[src/sv/assert_macros.svh]
// Assertion macros shared by the RTL that checks its own control logic.
`ifndef ASSERT_MACROS_SVH
`define ASSERT_MACROS_SVH

// Same-cycle implication, disabled while reset is asserted.
`define ASSERT_IMP(label, clk, rst_n, ante, cons) \
    label: assert property (@(posedge clk) disable iff (!(rst_n)) (ante) |-> (cons)) \
        else $error("implication check failed");

// Next-cycle implication, disabled while reset is asserted.
`define ASSERT_NEXT(label, clk, rst_n, ante, cons) \
    label: assert property (@(posedge clk) disable iff (!(rst_n)) (ante) |=> (cons)) \
        else $error("next-cycle check failed");

`endif

[src/sv/tld_pkg.sv]
// Types and character constants of the terminal line discipline.
`timescale 1ns / 1ps

package tld_pkg;

    localparam logic [1:0] CMD_RX    = 2'd0;
    localparam logic [1:0] CMD_READ  = 2'd1;
    localparam logic [1:0] CMD_FLUSH = 2'd2;

    localparam logic [1:0] RS_OK        = 2'd0;
    localparam logic [1:0] RS_NOT_READY = 2'd1;
    localparam logic [1:0] RS_EMPTY     = 2'd2;

    localparam logic [1:0] SIG_NONE = 2'd0;
    localparam logic [1:0] SIG_INTR = 2'd1;
    localparam logic [1:0] SIG_STOP = 2'd2;

    localparam logic [7:0] CH_INTR  = 8'h03;
    localparam logic [7:0] CH_STOP  = 8'h1a;
    localparam logic [7:0] CH_DEL   = 8'd127;
    localparam logic [7:0] CH_BS    = 8'h08;
    localparam logic [7:0] CH_CR    = 8'h0d;
    localparam logic [7:0] CH_LF    = 8'h0a;
    localparam logic [7:0] CH_CARET = 8'h5e;
    localparam logic [7:0] CH_SPACE = 8'h20;
    localparam logic [7:0] CH_UC_C  = 8'h43;
    localparam logic [7:0] CH_UC_Z  = 8'h5a;

    typedef struct packed {
        logic [1:0] cmd;
        logic [7:0] rx_byte;
        logic       chunk_end;
    } t_in_item;

    typedef struct packed {
        logic        echo_valid;
        logic [7:0]  echo_char;
        logic [1:0]  signal_kind;
        logic        wake_readers;
        logic [1:0]  read_status;
        logic [7:0]  read_char;
        logic        line_ready;
        logic [10:0] fill_level;
        logic        last_of_run;
    } t_out_item;

    // Everything one processed item leaves for the output side.
    typedef struct packed {
        logic [2:0][7:0] echo;
        logic [1:0]      echo_n;
        logic [1:0]      signal_kind;
        logic            wake;
        logic [1:0]      read_status;
        logic            read_ok;
        logic            line_ready;
        logic [10:0]     fill_level;
    } t_res_rec;

endpackage

[src/sv/tld_edit.sv]
// Next-state and result logic for one item of the line discipline.
`timescale 1ns / 1ps

module tld_edit #(
    parameter int LINE_DEPTH = 1024,
    parameter int IDX_W      = $clog2(LINE_DEPTH),
    parameter int CNT_W      = $clog2(LINE_DEPTH + 1)
) (
    input  tld_pkg::t_in_item i_item,
    input  logic              i_pass_thru,
    input  logic [IDX_W-1:0]  i_head,
    input  logic [CNT_W-1:0]  i_count,
    input  logic              i_ready,
    input  logic              i_discard,
    output logic [IDX_W-1:0]  o_head,
    output logic [CNT_W-1:0]  o_count,
    output logic              o_ready,
    output logic              o_discard,
    output logic              o_wr_en,
    output logic [IDX_W-1:0]  o_wr_addr,
    output logic [7:0]        o_wr_data,
    output tld_pkg::t_res_rec o_rec
);

    localparam int SUM_W = CNT_W + 1;

    always_comb begin
        logic [IDX_W-1:0] h;
        logic [CNT_W-1:0] cnt;
        logic             rdy;
        logic             disc;
        logic             stop;
        logic             do_store;
        logic [7:0]       c;
        logic [SUM_W-1:0] pos;

        h        = i_head;
        cnt      = i_count;
        rdy      = i_ready;
        disc     = i_discard;
        stop     = 1'b0;
        do_store = 1'b0;
        c        = i_item.rx_byte;
        pos      = '0;

        o_wr_en   = 1'b0;
        o_wr_addr = '0;
        o_wr_data = '0;
        o_rec     = '0;

        case (i_item.cmd)
            tld_pkg::CMD_RX: begin
                if (disc) begin
                    if (i_item.chunk_end) begin
                        disc = 1'b0;
                    end
                end else begin
                    if (c == tld_pkg::CH_INTR || c == tld_pkg::CH_STOP) begin
                        o_rec.signal_kind = (c == tld_pkg::CH_INTR) ?
                                            tld_pkg::SIG_INTR : tld_pkg::SIG_STOP;
                        h   = '0;
                        cnt = '0;
                        rdy = 1'b0;
                        if (i_pass_thru) begin
                            do_store = 1'b1;
                            rdy      = 1'b1;
                        end else begin
                            o_rec.echo[0] = tld_pkg::CH_CARET;
                            o_rec.echo[1] = (c == tld_pkg::CH_INTR) ?
                                            tld_pkg::CH_UC_C : tld_pkg::CH_UC_Z;
                            o_rec.echo[2] = tld_pkg::CH_LF;
                            o_rec.echo_n  = 2'd3;
                        end
                    end else if (i_pass_thru) begin
                        do_store = 1'b1;
                        rdy      = 1'b1;
                    end else if (c == tld_pkg::CH_BS || c == tld_pkg::CH_DEL) begin
                        if (cnt != '0) begin
                            cnt           = cnt - CNT_W'(1);
                            o_rec.echo[0] = tld_pkg::CH_BS;
                            o_rec.echo[1] = tld_pkg::CH_SPACE;
                            o_rec.echo[2] = tld_pkg::CH_BS;
                            o_rec.echo_n  = 2'd3;
                        end
                    end else if (cnt == CNT_W'(LINE_DEPTH)) begin
                        rdy  = 1'b1;
                        stop = 1'b1;
                    end else begin
                        if (c == tld_pkg::CH_CR) begin
                            c = tld_pkg::CH_LF;
                        end
                        o_rec.echo[0] = c;
                        o_rec.echo_n  = 2'd1;
                        do_store      = 1'b1;
                        if (c == tld_pkg::CH_LF) begin
                            rdy  = 1'b1;
                            stop = 1'b1;
                        end
                    end

                    // The write slot sits count bytes past the head, modulo the depth.
                    if (do_store && cnt < CNT_W'(LINE_DEPTH)) begin
                        pos = SUM_W'(h) + SUM_W'(cnt);
                        if (pos >= SUM_W'(LINE_DEPTH)) begin
                            pos = pos - SUM_W'(LINE_DEPTH);
                        end
                        o_wr_en   = 1'b1;
                        o_wr_addr = pos[IDX_W-1:0];
                        o_wr_data = c;
                        cnt       = cnt + CNT_W'(1);
                    end

                    if (stop || i_item.chunk_end) begin
                        o_rec.wake = rdy;
                    end
                    if (stop && !i_item.chunk_end) begin
                        disc = 1'b1;
                    end
                end
            end
            tld_pkg::CMD_READ: begin
                if (!rdy) begin
                    o_rec.read_status = tld_pkg::RS_NOT_READY;
                end else if (cnt == '0) begin
                    o_rec.read_status = tld_pkg::RS_EMPTY;
                    rdy               = 1'b0;
                end else begin
                    o_rec.read_status = tld_pkg::RS_OK;
                    o_rec.read_ok     = 1'b1;
                    h   = (h == IDX_W'(LINE_DEPTH - 1)) ? '0 : h + IDX_W'(1);
                    cnt = cnt - CNT_W'(1);
                    if (cnt == '0) begin
                        rdy = 1'b0;
                    end
                end
            end
            tld_pkg::CMD_FLUSH: begin
                h   = '0;
                cnt = '0;
                rdy = 1'b0;
            end
            default: begin
            end
        endcase

        o_rec.line_ready = rdy;
        o_rec.fill_level = 11'(cnt);
        o_head    = h;
        o_count   = cnt;
        o_ready   = rdy;
        o_discard = disc;
    end

endmodule

[config.mk]
export PLATFORM = sky130hd
export DESIGN_NAME = tld_edit
export DESIGN_NICKNAME = d
export VERILOG_FILES = /design/src/sv/assert_macros.svh /design/src/sv/tld_pkg.sv /design/src/sv/tld_edit.sv
export SDC_FILE = /design/constraint.sdc
export NUM_CORES = 1
export LEC_CHECK = 0
export BUFFER_PORTS_ARGS = -buffer_cell sky130_fd_sc_hd__buf_2
export CORE_UTILIZATION = 30
export DETAILED_ROUTE_END_ITERATION = 7
export PLACE_DENSITY = 0.55
export SYNTH_ARGS = -nofsm -noshare
export SYNTH_HDL_FRONTEND = slang
export SYNTH_SLANG_ARGS = --single-unit
export TNS_END_PERCENT = 30
[constraint.sdc]
create_clock -name vclk -period 4.9
set_clock_uncertainty 0.15 [all_clocks]
set_input_delay 0.735 -clock vclk [all_inputs]
set_output_delay 0.735 -clock vclk [all_outputs]
set_load 0.005 [all_outputs]
Word level (Yosys, flattened, before mapping)
Index checks and enable logic that the tools add are counted.
{"block": "totals", "register_bits": 0, "input_bits": 35, "out_inout_bits": 86}
{"block": "op_classes", "addsub": 5, "n_lt_le_gt_ge": 2, "eq_ne": 10, "muxes": 86, "reduce_logical": 10}
{"operator": "10-bit 2-to-1 mux", "n": 13}
{"operator": "8-bit 2-to-1 mux", "n": 14}
{"operator": "11-bit 2-to-1 mux", "n": 10}
{"operator": "29-bit 2-to-1 mux", "n": 2}
{"operator": "26-bit 2-to-1 mux", "n": 2}
{"operator": "22-bit 2-to-1 mux", "n": 2}
{"operator": "1-bit 2-to-1 mux", "n": 33}
{"operator": "11-bit case mux with 3 select lines", "n": 1}
{"operator": "10-bit case mux with 3 select lines", "n": 1}
{"operator": "8-bit by 4-bit == test with 1-bit output, second input constant", "n": 3}
{"operator": "11-bit logical NOT", "n": 2}
{"operator": "16-bit 2-to-1 mux", "n": 1}
{"operator": "10-bit by 11-bit adder with 12-bit output", "n": 1}
{"operator": "12-bit by 11-bit >= comparator with 1-bit output, second input constant", "n": 1}
{"operator": "11-bit by 1-bit adder with 11-bit output, second input constant", "n": 1}
{"operator": "11-bit == test, second input constant", "n": 1}
{"operator": "11-bit less-than comparator, second input constant", "n": 1}
{"operator": "11-bit nonzero test", "n": 1}
{"operator": "11-bit by 1-bit subtractor with 11-bit output, second input constant", "n": 1}
{"operator": "10-bit by 1-bit adder with 10-bit output, second input constant", "n": 1}
{"operator": "10-bit == test, second input constant", "n": 1}
{"operator": "10-bit by 1-bit subtractor with 10-bit output, second input constant", "n": 1}
{"operator": "8-bit by 2-bit == test with 1-bit output, second input constant", "n": 1}
{"operator": "8-bit by 5-bit == test with 1-bit output, second input constant", "n": 1}
{"operator": "other kinds (11)", "n": 17}

Depth between registers and ports, before layout
{"block": "depth", "ltp_word": 20, "depth_mapped": 19, "depth_no_buf": 17}

Worst setup path before layout
OpenSTA, ideal clock, no wires.
{"block": "synth_path", "path_type": "input-to-output", "from": "input i_count[0]", "to": "output o_wr_addr[9]", "arrival_ns": 4.096, "path_slack_ns": -0.081, "stages": 17, "cell_sequence": "buf_6 inv_1 ha_1 or4b_1 nor4_1 nor2_1 mux2i_1 nor2_1 ha_1 a21oi_1 nand2_1 a21o_1 a31oi_1 o221ai_1 o41a_1 xnor2_1 nor2_1"}
{"block": "synth_via", "elab_chain_cells": 13}
{"item": "from (decl)", "line": "tld_edit.sv:12", "source": "input logic [CNT_W-1:0] i_count,"}
{"item": "11-bit by 1-bit subtractor with 11-bit output or 11-bit nonzero test (tied branches)", "line": "tld_edit.sv:79, tld_edit.sv:78"}
{"item": "11-bit 2-to-1 mux", "line": "tld_edit.sv:78", "source": "if (cnt != '0) begin"}
{"item": "11-bit 2-to-1 mux", "line": "tld_edit.sv:77", "source": "end else if (c == tld_pkg::CH_BS || c == tld_pkg::CH_DEL) begin"}
{"item": "11-bit 2-to-1 mux", "line": "tld_edit.sv:74", "source": "end else if (i_pass_thru) begin"}
{"item": "11-bit 2-to-1 mux", "line": "tld_edit.sv:58", "source": "if (c == tld_pkg::CH_INTR || c == tld_pkg::CH_STOP) begin"}
{"item": "11-bit 2-to-1 mux", "line": "tld_edit.sv:53", "source": "if (disc) begin"}
{"item": "11-bit 2-to-1 mux", "line": "tld_edit.sv:51", "source": "case (i_item.cmd)"}
{"item": "10-bit by 11-bit adder with 12-bit output", "line": "tld_edit.sv:103", "source": "pos = SUM_W'(h) + SUM_W'(cnt);"}
{"item": "10-bit by 1-bit subtractor with 10-bit output or 12-bit by 11-bit >= comparator with 1-bit output (tied branches)", "line": "tld_edit.sv:105, tld_edit.sv:104"}
{"item": "10-bit 2-to-1 mux", "line": "tld_edit.sv:104", "source": "if (pos >= SUM_W'(LINE_DEPTH)) begin"}
{"item": "10-bit 2-to-1 mux *", "line": "tld_edit.sv:102", "source": "if (do_store && cnt < CNT_W'(LINE_DEPTH)) begin"}
{"item": "10-bit 2-to-1 mux *", "line": "tld_edit.sv:53"}
{"item": "10-bit 2-to-1 mux *", "line": "tld_edit.sv:51"}
{"item": "to (decl)", "line": "tld_edit.sv:20", "source": "output logic [IDX_W-1:0] o_wr_addr,"}
Mark *: on every way between the ends. The rest lies on a longest branch, timed or not. The select of a mux whose other input is x is not followed.

Worst setup path in the final report
{"block": "layout_path", "from": "input i_count[1]", "to": "output o_wr_addr[9]"}
Same word-level chain as after synthesis.

==> results.ini <==
[finish]
drive_above_1_share = 0.3259
post-route-util = 0.4080
instances_no_fill = 645
syn_to_final_growth_pct = 30.41
antenna_cells = 0
stdcell_area_um2 = 3369
clkbuf_count = 0
layout.area.seq_um2 = 0
nets = 590
seq_cells = 0

[sta]
hold_viol = 0
clock.fmax_mhz = 209.9
worstMarginPinSlew_ps = 761.8
tns_ps = 0
period_minus_slack_ps = 4765
finalMaxSlewViolations = 0
setup_ws_ps = 135.2
rsz0062_at_grt = true
min_period_over_period = 0.9724
hold_slack_ps = 1595
setup_violations = 0
slew_headroom = 0.4921

[floorplanning]
fp.dieH_um = 94.81
io_pins = 121
die_x_um = 94.81
core-area_um2 = 8258
start_util = 0.3129
dieArea_um2 = 8988
rows = 33

[power]
finalPower_uw = 250.8
vdd_drop_max_mv = 0.02969
powerDensity_nw_per_um2 = 74.42
p_leak_nw = 1.704

[detailed_routing]
wire_per_inst_um = 15.53
drtIter0Drc = 240
drc = 0
viasPerCell = 5.422
final_antenna_net_count = 0
firstDrtPassIters = 4
wl_mm = 10.02
vias = 3497

[synthesis]
yosys_warnings = 0
synth_common_cells = nor2_1 (68), nand2_1 (49), o21ai_0 (33)
ys_top_cells_by_area = nor2_1 (9.9%), nand2_1 (7.1%), buf_4 (7.0%)
avgSynthCellArea_um2 = 6.023
yosysUniqueCellTypes = 57
yosysMostFrequentCell = nor2_1
synth_seq_area_share = 0
synth_area_leader_cell = nor2_1
synth_top_area_frac = 0.09879
synthCells = 429
synth_area_um2 = 2584

[flow_run]
drv_cap = 0

[global_route]
grt_pass1_vias = 3066
grt_pass1_wl_mm = 15.28
grt_overflow = 0
antenna_found_initial = 0
grt_max_degree = 18
track_usage = 0.2157

[worst_setup_path]
required_ps = 4010
worstSetupPathType = in2out
worstPathCellList = buf_2, inv_1, ha_1, or4b_4, nor4_4, nor2_1, mux2i_1, nor2_1, ha_1, a21oi_2, nand2_1, a21o_1, a31oi_2, o221ai_2, o41a_1, xnor2_1, nor2_1, buf_2
critPathSlowestCell = or4b_4
cp_max_fo = 3
path_common_cell = nor2_1
slowest_delay_ps = 490
start_kind = input port
crit_path_end_kind = output port
critPathArrivalTime_ps = 3880

[place]
placed_area_um2 = 3322
dp_cells = 643
port_buffers = 113
pre_cts_ws_ps = -77.19
dpl.hpwl_mm = 8.332
gp_congestion = 0.9263

[worst_hold_path]
hold_class = in2out

[status]
status = finished clean

-- cell type report --
cell class | instances | area (um2)
fill | 911 | 4888
inverter | 15 | 56.30
multi-input combinational | 372 | 2316
tap | 105 | 131.4
timing repair buffer | 153 | 865.8
-- final timing paths --
kind	slack, ps	startpoint	depth (start not counted)	to
worst max-delay path	140	i_count[1]	18	o_wr_addr[9]
worst min-delay path	1590	i_item[0]	3	o_discard
-- cell families after synthesis --
kind of cell	Yosys count	share of synthesized area
fa+ha+maj	14	0.07022
xor+xnor	25	0.08475
mux	7	0.02760
compound gates	94	0.2378
simple gates	224	0.4446
buf+inv	64	0.1337
other cells	1	0.001451
-- metal layers --
metal,up-vias,GRT usage,share of wire
met4,0,0.04924,0.020
met3,12,0.004026,0.062
met5,-,0,0
li1,1708,-,-
met2,139,0.3495,0.45
met1,1638,0.3146,0.47
-- layout by cell type, fill, tap and decap left out, types with 2 or more instances in the layout --
| master | instances |
|---|---|
| nor3_1 | 12 |
| or4_4 | 2 |
| and2_1 | 14 |
| xnor2_1 | 11 |
| nand2_1 | 49 |
| nor4_1 | 6 |
| a211oi_1 | 3 |
| nor2b_1 | 2 |
| a22oi_1 | 3 |
| mux2i_1 | 6 |
| nor2_1 | 68 |
| o211ai_1 | 4 |
| buf_4 | 40 |
| nand4b_1 | 2 |
| conb_1 | 8 |
| o31ai_1 | 2 |
| and3_1 | 15 |
| a21oi_1 | 20 |
| a32o_1 | 2 |
| buf_2 | 113 |
| or2_2 | 2 |
| o21ai_1 | 2 |
| or3_1 | 7 |
| xor2_1 | 14 |
| a31oi_1 | 4 |
| nand3b_1 | 6 |
| nand2b_1 | 3 |
| a21o_1 | 3 |
| nor3_2 | 2 |
| inv_1 | 15 |
| nand3_1 | 13 |
| ha_1 | 12 |
| nand4_1 | 7 |
| o21ai_0 | 33 |
| a22o_1 | 2 |
| nor3b_1 | 4 |
| o221ai_1 | 4 |
-- report_power, final --
| group | switching [mW] | internal [mW] | leakage, nW |
|---|---|---|---|
| clock network | 0 | 0 | 0 |
| registers | 0 | 0 | 0 |
| logic | 0.144 | 0.107 | 1.70 |
-- repair_timing --
action,CTS,global route
endpoints found under the setup margin,1,5
buffers inserted,1,1
hold buffers,0,0
resized for setup,1,5
pin swaps,4,2
-- critical path: cells and delay by family --
kind                     cells  cell delay (ps)
XOR/XNOR                     1              160
adder cells (fa/ha/maj)      2              480
buffers and inverters        3              310
AND/OR/NAND/NOR              6              960
AO/OA/AOI/OAI                5             1010
multiplexers                 1              210
Power figures use the tool's default switching activity.
